--- src/hdl/dzr_pkg.sv ---
// ----------------------------------------------------------------------------
// dzr_pkg
// Shared types and constants for the depth registration z-buffer scatter.
// ----------------------------------------------------------------------------
package dzr_pkg;

  localparam int FRAME_WIDTH   = 640;
  localparam int FRAME_HEIGHT  = 480;
  localparam int SHIFT_ENTRIES = 16384;

  localparam int FRAME_PIXELS = FRAME_WIDTH * FRAME_HEIGHT;
  localparam int FRAME_AW     = $clog2(FRAME_PIXELS);
  localparam int SHIFT_AW     = $clog2(SHIFT_ENTRIES);

  // Signed width that holds every linear target and neighbour index.
  localparam int TGT_W = $clog2((512 + 1) * FRAME_WIDTH + 512 * FRAME_HEIGHT) + 1;

  localparam int DEPTH_W = 14;
  localparam int SHIFT_W = 16;
  localparam int COL_W   = 12;
  localparam int CFG_W   = 9;

  localparam int S_TDATA_W = 88;
  localparam int S_TUSER_W = 2;
  localparam int M_TDATA_W = 16;

  typedef enum logic [1:0] {
    OP_CLEAR   = 2'd0,
    OP_LOAD    = 2'd1,
    OP_SCATTER = 2'd2,
    OP_READ    = 2'd3
  } op_t;

  typedef enum logic [1:0] {
    STAT_DONE     = 2'd0,
    STAT_NO_DEPTH = 2'd1,
    STAT_BOUNDS   = 2'd2,
    STAT_OCCLUDED = 2'd3
  } status_t;

  typedef enum logic {
    CFG_MIRROR_MODE     = 1'b0,
    CFG_PAD_START_LINES = 1'b1
  } cfg_index_t;

  typedef enum logic [3:0] {
    ST_CLEAR,
    ST_IDLE,
    ST_EXEC,
    ST_RDWAIT,
    ST_SHIFT,
    ST_ADDR,
    ST_TGT,
    ST_LOOK,
    ST_NORTH,
    ST_NWEST,
    ST_WEST,
    ST_RESP
  } state_t;

  // Input item, last field in the lowest bits.
  typedef struct packed {
    logic        [18:0] read_index;
    logic signed [15:0] shift_value;
    logic        [13:0] shift_index;
    logic        [8:0]  reg_y;
    logic signed [15:0] reg_x;
    logic        [13:0] depth_value;
  } in_item_t;

  typedef struct packed {
    status_t     status;
    logic [13:0] read_depth;
  } out_item_t;

endpackage

--- src/hdl/dzr_ctrl.sv ---
// ----------------------------------------------------------------------------
// dzr_ctrl
// Operation sequencer: decodes items, runs the scatter read-modify-write on
// the frame store, sweeps the store clear and drives the result register.
// ----------------------------------------------------------------------------
module dzr_ctrl import dzr_pkg::*; (
  input  logic                 clk,
  input  logic                 rst,
  input  logic                 s_tvalid,
  output logic                 s_tready,
  input  logic [S_TDATA_W-1:0] s_tdata,
  input  logic [S_TUSER_W-1:0] s_tuser,
  output logic                 m_tvalid,
  input  logic                 m_tready,
  output logic [M_TDATA_W-1:0] m_tdata,
  input  logic                 mirror_mode,
  input  logic [CFG_W-1:0]     pad_start_lines,
  output logic                 frame_wen,
  output logic [FRAME_AW-1:0]  frame_waddr,
  output logic [DEPTH_W-1:0]   frame_wdata,
  output logic                 frame_ren,
  output logic [FRAME_AW-1:0]  frame_raddr,
  input  logic [DEPTH_W-1:0]   frame_rdata,
  output logic                 shift_wen,
  output logic [SHIFT_AW-1:0]  shift_waddr,
  output logic [SHIFT_W-1:0]   shift_wdata,
  output logic                 shift_ren,
  output logic [SHIFT_AW-1:0]  shift_raddr,
  input  logic [SHIFT_W-1:0]   shift_rdata
);

  state_t state, state_next;

  in_item_t item;
  op_t      op;
  logic     clr_reply;

  logic [FRAME_AW-1:0] clr_addr;

  logic signed [SHIFT_W:0]  sum;
  logic signed [TGT_W-1:0]  row_base;
  logic signed [TGT_W-1:0]  pad_off;
  logic signed [TGT_W-1:0]  lin;
  logic signed [TGT_W-1:0]  tgt;
  logic [COL_W-1:0]         col;

  logic [COL_W-1:0]         col_comb;
  logic                     col_bad;
  logic signed [TGT_W-1:0]  lin_comb;
  logic signed [TGT_W-1:0]  tgt_comb;
  logic                     tgt_bad;
  logic signed [TGT_W-1:0]  nb_north;
  logic signed [TGT_W-1:0]  nb_nwest;
  logic signed [TGT_W-1:0]  nb_west;
  logic                     occluded;

  logic                     set_res;
  logic [DEPTH_W-1:0]       res_depth_in;
  status_t                  res_status_in;
  logic [DEPTH_W-1:0]       res_depth;
  status_t                  res_status;
  out_item_t                out_item;

  // Datapath helpers.
  assign col_comb = sum[SHIFT_W-1:4];
  assign col_bad  = sum[SHIFT_W] || (32'(col_comb) >= 32'(FRAME_WIDTH));
  assign lin_comb = mirror_mode ?
                    row_base + TGT_W'(FRAME_WIDTH - 2) - TGT_W'(col_comb) :
                    row_base + TGT_W'(col_comb);
  assign tgt_comb = lin - pad_off;
  assign tgt_bad  = tgt_comb[TGT_W-1] || (tgt_comb >= $signed(TGT_W'(FRAME_PIXELS)));
  assign nb_north = tgt - TGT_W'(FRAME_WIDTH);
  assign nb_nwest = tgt - TGT_W'(FRAME_WIDTH + 1);
  assign nb_west  = tgt - TGT_W'(1);
  assign occluded = (frame_rdata != '0) && (frame_rdata <= item.depth_value);

  always_ff @(posedge clk) begin
    if (rst) begin
      state <= ST_CLEAR;
    end else begin
      state <= state_next;
    end
  end

  always_comb begin
    state_next    = state;
    s_tready      = 1'b0;
    frame_wen     = 1'b0;
    frame_waddr   = clr_addr;
    frame_wdata   = item.depth_value;
    frame_ren     = 1'b0;
    frame_raddr   = item.read_index[FRAME_AW-1:0];
    shift_wen     = 1'b0;
    shift_waddr   = SHIFT_AW'(32'(item.shift_index));
    shift_wdata   = item.shift_value;
    shift_ren     = 1'b0;
    shift_raddr   = SHIFT_AW'(32'(item.depth_value));
    set_res       = 1'b0;
    res_depth_in  = '0;
    res_status_in = STAT_DONE;
    case (state)
      ST_CLEAR: begin
        frame_wen   = 1'b1;
        frame_wdata = '0;
        if (clr_addr == FRAME_AW'(FRAME_PIXELS - 1)) begin
          if (clr_reply) begin
            set_res    = 1'b1;
            state_next = ST_RESP;
          end else begin
            state_next = ST_IDLE;
          end
        end
      end
      ST_IDLE: begin
        s_tready = 1'b1;
        if (s_tvalid) begin
          state_next = ST_EXEC;
        end
      end
      ST_EXEC: begin
        case (op)
          OP_CLEAR: begin
            state_next = ST_CLEAR;
          end
          OP_LOAD: begin
            set_res    = 1'b1;
            state_next = ST_RESP;
            if (32'(item.shift_index) < 32'(SHIFT_ENTRIES)) begin
              shift_wen = 1'b1;
            end else begin
              res_status_in = STAT_BOUNDS;
            end
          end
          OP_SCATTER: begin
            if (item.depth_value == '0) begin
              set_res       = 1'b1;
              res_status_in = STAT_NO_DEPTH;
              state_next    = ST_RESP;
            end else if (32'(item.depth_value) >= 32'(SHIFT_ENTRIES)) begin
              set_res       = 1'b1;
              res_status_in = STAT_BOUNDS;
              state_next    = ST_RESP;
            end else begin
              shift_ren  = 1'b1;
              state_next = ST_SHIFT;
            end
          end
          OP_READ: begin
            if (32'(item.read_index) < 32'(FRAME_PIXELS)) begin
              frame_ren  = 1'b1;
              state_next = ST_RDWAIT;
            end else begin
              set_res       = 1'b1;
              res_status_in = STAT_BOUNDS;
              state_next    = ST_RESP;
            end
          end
          default: begin
            state_next = ST_IDLE;
          end
        endcase
      end
      ST_RDWAIT: begin
        set_res      = 1'b1;
        res_depth_in = frame_rdata;
        state_next   = ST_RESP;
      end
      ST_SHIFT: begin
        state_next = ST_ADDR;
      end
      ST_ADDR: begin
        if (col_bad) begin
          set_res       = 1'b1;
          res_status_in = STAT_BOUNDS;
          state_next    = ST_RESP;
        end else begin
          state_next = ST_TGT;
        end
      end
      ST_TGT: begin
        frame_raddr = tgt_comb[FRAME_AW-1:0];
        if (tgt_bad) begin
          set_res       = 1'b1;
          res_status_in = STAT_BOUNDS;
          state_next    = ST_RESP;
        end else begin
          frame_ren  = 1'b1;
          state_next = ST_LOOK;
        end
      end
      ST_LOOK: begin
        frame_waddr = tgt[FRAME_AW-1:0];
        if (occluded) begin
          set_res       = 1'b1;
          res_status_in = STAT_OCCLUDED;
          state_next    = ST_RESP;
        end else begin
          frame_wen  = 1'b1;
          state_next = ST_NORTH;
        end
      end
      ST_NORTH: begin
        frame_waddr = nb_north[FRAME_AW-1:0];
        frame_wen   = (item.reg_y != '0) && !nb_north[TGT_W-1];
        state_next  = ST_NWEST;
      end
      ST_NWEST: begin
        frame_waddr = nb_nwest[FRAME_AW-1:0];
        frame_wen   = (item.reg_y != '0) && (col != '0) && !nb_nwest[TGT_W-1];
        state_next  = ST_WEST;
      end
      ST_WEST: begin
        frame_waddr = nb_west[FRAME_AW-1:0];
        frame_wen   = (col != '0) && !nb_west[TGT_W-1];
        set_res     = 1'b1;
        state_next  = ST_RESP;
      end
      ST_RESP: begin
        if (!m_tvalid || m_tready) begin
          state_next = ST_IDLE;
        end
      end
      default: begin
        state_next = ST_IDLE;
      end
    endcase
  end

  // Item capture and scatter datapath registers.
  always_ff @(posedge clk) begin
    if (state == ST_IDLE && s_tvalid) begin
      item <= in_item_t'(s_tdata);
      op   <= op_t'(s_tuser);
    end
    if (state == ST_SHIFT) begin
      sum      <= $signed({item.reg_x[SHIFT_W-1], item.reg_x})
                + $signed({shift_rdata[SHIFT_W-1], shift_rdata});
      row_base <= $signed(TGT_W'(item.reg_y) * TGT_W'(FRAME_WIDTH));
      pad_off  <= $signed(TGT_W'(pad_start_lines) * TGT_W'(FRAME_HEIGHT));
    end
    if (state == ST_ADDR) begin
      col <= col_comb;
      lin <= lin_comb;
    end
    if (state == ST_TGT) begin
      tgt <= tgt_comb;
    end
    if (set_res) begin
      res_depth  <= res_depth_in;
      res_status <= res_status_in;
    end
  end

  always_ff @(posedge clk) begin
    if (rst) begin
      clr_addr  <= '0;
      clr_reply <= 1'b0;
    end else begin
      if (state == ST_CLEAR) begin
        clr_addr <= clr_addr + 1'b1;
      end else begin
        clr_addr <= '0;
      end
      if (state == ST_EXEC && op == OP_CLEAR) begin
        clr_reply <= 1'b1;
      end
    end
  end

  assign out_item.status     = res_status;
  assign out_item.read_depth = res_depth;

  always_ff @(posedge clk) begin
    if (rst) begin
      m_tvalid <= 1'b0;
    end else if (state == ST_RESP && (!m_tvalid || m_tready)) begin
      m_tvalid <= 1'b1;
    end else if (m_tready) begin
      m_tvalid <= 1'b0;
    end
  end

  always_ff @(posedge clk) begin
    if (state == ST_RESP && (!m_tvalid || m_tready)) begin
      m_tdata <= M_TDATA_W'(out_item);
    end
  end

endmodule

--- config.mk ---
export PLATFORM = sky130hd
export DESIGN_NAME = dzr_ctrl
export DESIGN_NICKNAME = d
export VERILOG_FILES = /design/src/hdl/dzr_pkg.sv /design/src/hdl/dzr_ctrl.sv
export SDC_FILE = /design/constraint.sdc
export NUM_CORES = 1
export LEC_CHECK = 0
export ABC_AREA = 1
export ABC_CLOCK_PERIOD_IN_PS = 5100
export BUFFER_PORTS_ARGS = -buffer_cell sky130_fd_sc_hd__buf_2
export CORE_MARGIN = 10
export CORE_UTILIZATION = 49
export CTS_BUF_LIST = sky130_fd_sc_hd__clkbuf_16
export DETAILED_ROUTE_END_ITERATION = 10
export MAX_ROUTING_LAYER = met4
export PLACE_DENSITY = 0.77
export SLEW_MARGIN = 10
export SYNTH_ARGS = -nofsm -noshare
export SYNTH_HDL_FRONTEND = slang
export SYNTH_SLANG_ARGS = --single-unit
--- constraint.sdc ---
create_clock -name clk -period 5.1 [get_ports clk]
set_clock_uncertainty 0.1 [all_clocks]
set_input_delay 0.255 -clock clk [delete_from_list [all_inputs] [get_ports clk]]
set_output_delay 0.255 -clock clk [all_outputs]
set_load 0.02 [all_outputs]
# [After elaboration in Yosys (flattened, before gate mapping)]
# Index checks and enable logic that the tools add are counted.
[word_totals] reg_bits=243 inputBits=134 output_inout_bits=118 wordCells=124
[classes] n_addsub=9 multipliers=2 order_cmp=4 n_eq_ne=18 n_mux=45 bitwise=1 n_reduce_logical=25
[ops] operator="$pmux 19 s4" n=1
[ops] operator="$pmux 4 s11" n=1
[ops] operator="$sub 21x11->21 const B" n=2
[ops] operator="$mux 4" n=8
[ops] operator="$ge 21x20->1 const B" n=1
[ops] operator="$mux 21" n=1
[ops] operator="$sub 20x12->21" n=1
[ops] operator="$sub 21x19->21" n=1
[ops] operator="$sub 21x2->21 const B" n=1
[ops] operator="$add 19x10->20 const B" n=1
[ops] operator="$add 19x12->20" n=1
[ops] operator="$mux 1" n=20
[ops] operator="$add 19x1->19 const B" n=1
[ops] operator="$eq 19x19->1 const B" n=1
[ops] operator="$lt 19x19->1 const B" n=1
[ops] operator="$mux 19" n=1
[ops] operator="$add 16x16->17" n=1
[ops] operator="$eq 4x3->1 const B" n=4
[ops] operator="$eq 4x4->1 const B" n=4
[ops] operator="$pmux 4 s4" n=1
[ops] operator="$le 14x14->1" n=1
[ops] operator="$logic_not 14->1" n=1
[ops] operator="$mux 14" n=1
[ops] operator="$reduce_bool 14->1" n=1
[ops] operator="27 further kinds" n=47

# [Logic depth before layout (Yosys ltp)]
[depth] depth_word=5 mapped_depth=20 depth_no_buf=20

# [Worst setup path after synthesis]
# OpenSTA, ideal clock, no wires.
[synth_path] path_type="reg-to-reg" from="reg state[3]" to="reg item[14] (netlist bit) (enable)" setup_ps=539 arrival_time_ps=4701 t_required_ps=4461 setup_slack_ps=-240 path_stages_with_launch=6 n_path_buf=0 synth_period_minus_slack_ps=5340 cell_sequence="dfxtp_1 > nor2_1 > nand2_1 > nor2_1 > inv_1 > nor2_1"
[synth_via] elab_chain_cells=2
[synth_rtl] element="start, declared" line_no="dzr_ctrl.sv:32" rtl="state_t state, state_next;"
[synth_rtl] element="start signal, assigned" line_no="dzr_ctrl.sv:81" rtl="state <= state_next;"
[synth_rtl] element="$eq 4x1->1" line_no="dzr_ctrl.sv:231" rtl="if (state == ST_IDLE && s_tvalid) begin"
[synth_rtl] element="$logic_and 1x1->1" line_no="dzr_ctrl.sv:231"
[synth_rtl] element="end signal, assigned" line_no="dzr_ctrl.sv:232" rtl="item <= in_item_t'(s_tdata);"
[synth_rtl] element="end, declared" line_no="dzr_ctrl.sv:34" rtl="in_item_t item;"
# No other way between the ends.
# A chain may end at the register's enable or synchronous reset.

# [Worst setup path after layout]
[layout_path] from="reg pad_off[5]" to="reg res_depth[1] (enable)"
[layout_via] elab_chain_cells=5
[layout_rtl] element="start, declared" line_no="dzr_ctrl.sv:42" rtl="logic signed [TGT_W-1:0] pad_off;"
[layout_rtl] element="start signal, assigned" line_no="dzr_ctrl.sv:239" rtl="pad_off <= $signed(TGT_W'(pad_start_lines) * TGT_W'(FRAME_HEIGHT));"
[layout_rtl] element="$sub 21x19->21" line_no="dzr_ctrl.sv:70" rtl="assign tgt_comb = lin - pad_off;"
[layout_rtl] element="named net tgt_comb[19]" line_no="dzr_ctrl.sv:50" rtl="logic signed [TGT_W-1:0] tgt_comb;"
[layout_rtl] element="$ge 21x20->1" line_no="dzr_ctrl.sv:71" rtl="assign tgt_bad = tgt_comb[TGT_W-1] || (tgt_comb >= $signed(TGT_W'(FRAME_PIXELS)));"
[layout_rtl] element="$logic_or 1x1->1" line_no="dzr_ctrl.sv:71"
[layout_rtl] element="$mux 1" line_no="dzr_ctrl.sv:182" rtl="if (tgt_bad) begin"
[layout_rtl] element="$pmux 1 s6" line_no="dzr_ctrl.sv:101" rtl="case (state)"
[layout_rtl] element="named net set_res" line_no="dzr_ctrl.sv:57" rtl="logic set_res;"
[layout_rtl] element="end signal, assigned" line_no="dzr_ctrl.sv:249" rtl="res_depth <= res_depth_in;"
[layout_rtl] element="end, declared" line_no="dzr_ctrl.sv:60" rtl="logic [DEPTH_W-1:0] res_depth;"
# The timed path passes the listed nets, and every way through them passes these cells.

==> out/metrics.csv <==
stage,metric,value,unit
setup_path,worst setup path start,pad_off[5],
sta,minimum clock period,3.460,ns
route,Initial DRT Pass Iterations,5,
sta,Slew @ Worst Pin,1.135,ns
sta,Slew HR,24.18,%
clocking,CTS sink count,238,
clocking,Post-CTS Resized,0,
layout,"commonest non-fill, non-tap cell in the layout",nand2_1,
layout,Area Overhead vs Synth,23.73,%
route,Vias/cell,5.201,
synthesis,Synth Warn #,0,
synthesis,fraction of registers with async set/reset,0,%
route,DRC errors left,0,
synthesis,post-synthesis sequential area ratio,48.11,%
pwr,Pint,3.531,mW
synthesis,"Cell Area, Synth",14330,µm²
setup_path,type of the worst setup path,register to register,
sta,final count of pins violating max slew,0,
min_path,min-delay src,frame_rdata[0],
floorplanning,total die area,36490,µm²
clocking,clk slew on worst S/H paths,0.06,ns
layout,fill cell count,2350,
clocking,CTS root buf,clkbuf_16,
run_status,outcome,finished clean,
setup_path,crit start category,register,
synthesis,count of cell types in the netlist,62,
route,DR WL/cell,17.45,µm
layout,layout cell share with drive strength beyond 1,20.26,%
setup_path,CP max FO,16,
floorplanning,num rows,62,
grt,Total Routing Usage GR,21.51,%
layout,final net count,2112,
pwr,maximum VDD drop,0.0002533,V
sta,Final Cycle Share,67.85,%
placement,I/O Buffers,251,
sta,RSZ-0062 raised after global routing,no,
pwr,Leakage,7.895,nW
sta,Hold Slack,0.01257,ns
clocking,H-tree depth,1,
pwr,Switching Share,21.57,%
setup_path,CP arrival,3.37,ns
setup_path,CP required,5.01,ns
clocking,clk_lat worst skew,0.54,ns
route,ANT nets after route,0,
grt,grt ovf,0,
grt,initial antenna violation count,2,
min_path,hold crit path type,input port to register,
route,via count,11690,
grt,first-pass GRT wire length,61.79,mm
route,Initial DRC Count,709,
synthesis,Cells after Synth,1511,
setup_path,Critical Path Sink Type,register,
job,max cap viols,0,
pwr,Sequential Power Share,47.3,%
pwr,pwr/cell area,253.9,nW/µm²
placement,DP HPWL,30.06,mm
pwr,clock power share,44.3,%
grt,vias in the first global route,11880,
floorplanning,die height,191.0,µm
setup_path,r2r startpoint,pad_off[5],
placement,Final GP Congestion,0.9730,
clocking,cts bufs inserted,27,
synthesis,Synth Area per Inst,9.486,µm²
grt,largest net degree at the start of global routing,77,
pwr,Combinational Power Share,8.4,%
floorplanning,Die Span X,191.0,µm
synthesis,Mapped Nets,1779,
synthesis,post-synth top area cell,edfxtp_1,
layout,FF+latch area,6897,µm²
sta,Final Hold Fails,0,
clocking,CTS tree,done,
synthesis,top cell type's share of synthesized area,44.62,%
synthesis,main area contributors after synthesis,"edfxtp_1, ha_1, nand2_1",
layout,area of the multi-input gates,6266,µm²
floorplanning,core area,28780,µm²
floorplanning,I/O pin cnt,252,
layout,most frequent cells in the layout,"nand2_1, buf_2, edfxtp_1, inv_1, nor2_1",
floorplanning,initial core utilization,49.80,%
synthesis,ys flop type,edfxtp_1,
sta,final setup fails,0,
synthesis,Post-synth EDFFs,213,
route,Routed Wire Length,39.21,mm
sta,Fin Setup TNS,0,ns
sta,maximum clock frequency,0.2890,GHz
clocking,clock buffer depth,3,
pwr,Switch Pwr,0.9712,mW
synthesis,Seq cells post-synth,238,
[worst max-delay path, cell delays in order, from the launching register on]
cell	delay [ns]
edfxtp_1	0.37
ha_1	0.24
fa_1	0.41
inv_1	0.09
nand3_1	0.06
nand2_1	0.14
nand2_1	0.08
nand2_2	0.09
nand3_1	0.10
nand3b_1	0.10
nand2_1	0.08
nor2_1	0.14
nand2_1	0.11
nand2_1	0.11
nand4_1	0.70
[cells by family after synthesis]
kind of cell             share of synthesized area (%)
adder cells (fa/ha/maj)                          12.69
multiplexers                                    0.1484
AND/OR/NAND/NOR                                  17.99
XOR/XNOR                                         2.741
flip-flops                                       48.11
AO/OA/AOI/OAI                                    9.908
buffers and inverters                            8.406
[path summary, 6_finish.rpt]
| kind | slack, ns | end | cells past startpoint |
|---|---|---|---|
| max | 1.64 | res_depth[1] | 14 |
| min | 0.01 | res_depth[0] | 3 |
| max reg2reg | 1.64 | res_depth[1] | 14 |
| min reg2reg | 0.32 | m_tdata[1] | 0 |
[per-layer routing]
layer	global-route usage, %	up-vias	share of wire (%)
met4	6.451	0	3.0
met2	37.22	329	51
met5	-	-	0
met3	3.043	73	5.2
li1	-	5765	-
met1	25.51	5519	41
[flip-flops by register name (all words and copies together) (netlist names), 13 cells and up]
| name | cells |
|---|---|
| tgt | 21 |
| sum | 13 |
| pad_off | 13 |
| lin | 20 |
| item | 44 |
| shift_waddr | 14 |
| res_depth | 14 |
| clr_addr | 19 |
| shift_wdata | 16 |
| m_tdata | 16 |
| shift_raddr | 14 |
[per-stage QoR]
stage | cell area [µm²] | setup WS [ns] | utilization (%) | power (mW) | instances
after global routing | 17730 | 1.318 | 61.62 | 4.658 | 2247
after CTS | 17720 | 1.612 | 61.58 | 4.531 | 2245
final | 17730 | 1.640 | 61.62 | 4.503 | 2247
after detailed placement | 15750 | 1.627 | 54.71 | 2.482 | 2092
after global placement | 15750 | 1.789 | 54.71 | 2.468 | 2092
after floorplan | 14340 | 1.266 | - | 2.365 | 1511
[repair_timing]
action | CTS | global route
setup buffers | 0 | 0
hold endpoints to repair | 110 | 0
hold buffers | 107 | 0
[power groups by stage]
| stage | registers [mW] | logic [mW] | clock network [mW] |
|---|---|---|---|
| after floorplan | 2.17 | 0.194 | 0 |
| after global placement | 2.17 | 0.296 | 0 |
| after detailed placement | 2.17 | 0.311 | 0 |
| after CTS | 2.13 | 0.377 | 2.02 |
| after global routing | 2.13 | 0.426 | 2.10 |
| final | 2.13 | 0.377 | 1.99 |
[final cells by class]
class                      count  share of cell area [%]
sequential                   238                   38.89
inverter                     218                   4.614
clock buffer                  27                   3.810
tap                          384                   2.709
clock inverter                19                   1.298
antenna                        2                 0.02822
timing repair buffer         361                   13.32
multi-input combinational    998                   35.33
[synth_stat cells (2+ instances only)]
master / n
o21ai_0: 66
a22oi_1: 3
xnor2_1: 12
o22ai_1: 9
fa_1: 19
buf_4: 45
nor4_1: 13
ha_1: 115
nor2_2: 14
a21oi_2: 5
nand3_1: 52
nand3_2: 3
nand3b_1: 3
nor2_4: 4
or2_2: 2
buf_2: 3
nor2_1: 146
nor3_2: 5
o221ai_1: 3
a21o_1: 6
a21oi_1: 95
inv_2: 21
clkbuf_1: 8
edfxtp_1: 213
o21ai_1: 8
nor3_1: 20
o21bai_1: 6
a31oi_1: 11
dfxtp_1: 25
xor2_1: 31
o21ai_2: 2
o2111ai_1: 8
o31ai_1: 9
o211ai_1: 3
nand4_1: 18
inv_1: 196
nand2_1: 269
nand2_2: 14
or2_0: 3
Note: power is estimated with default switching activity, not from simulation.
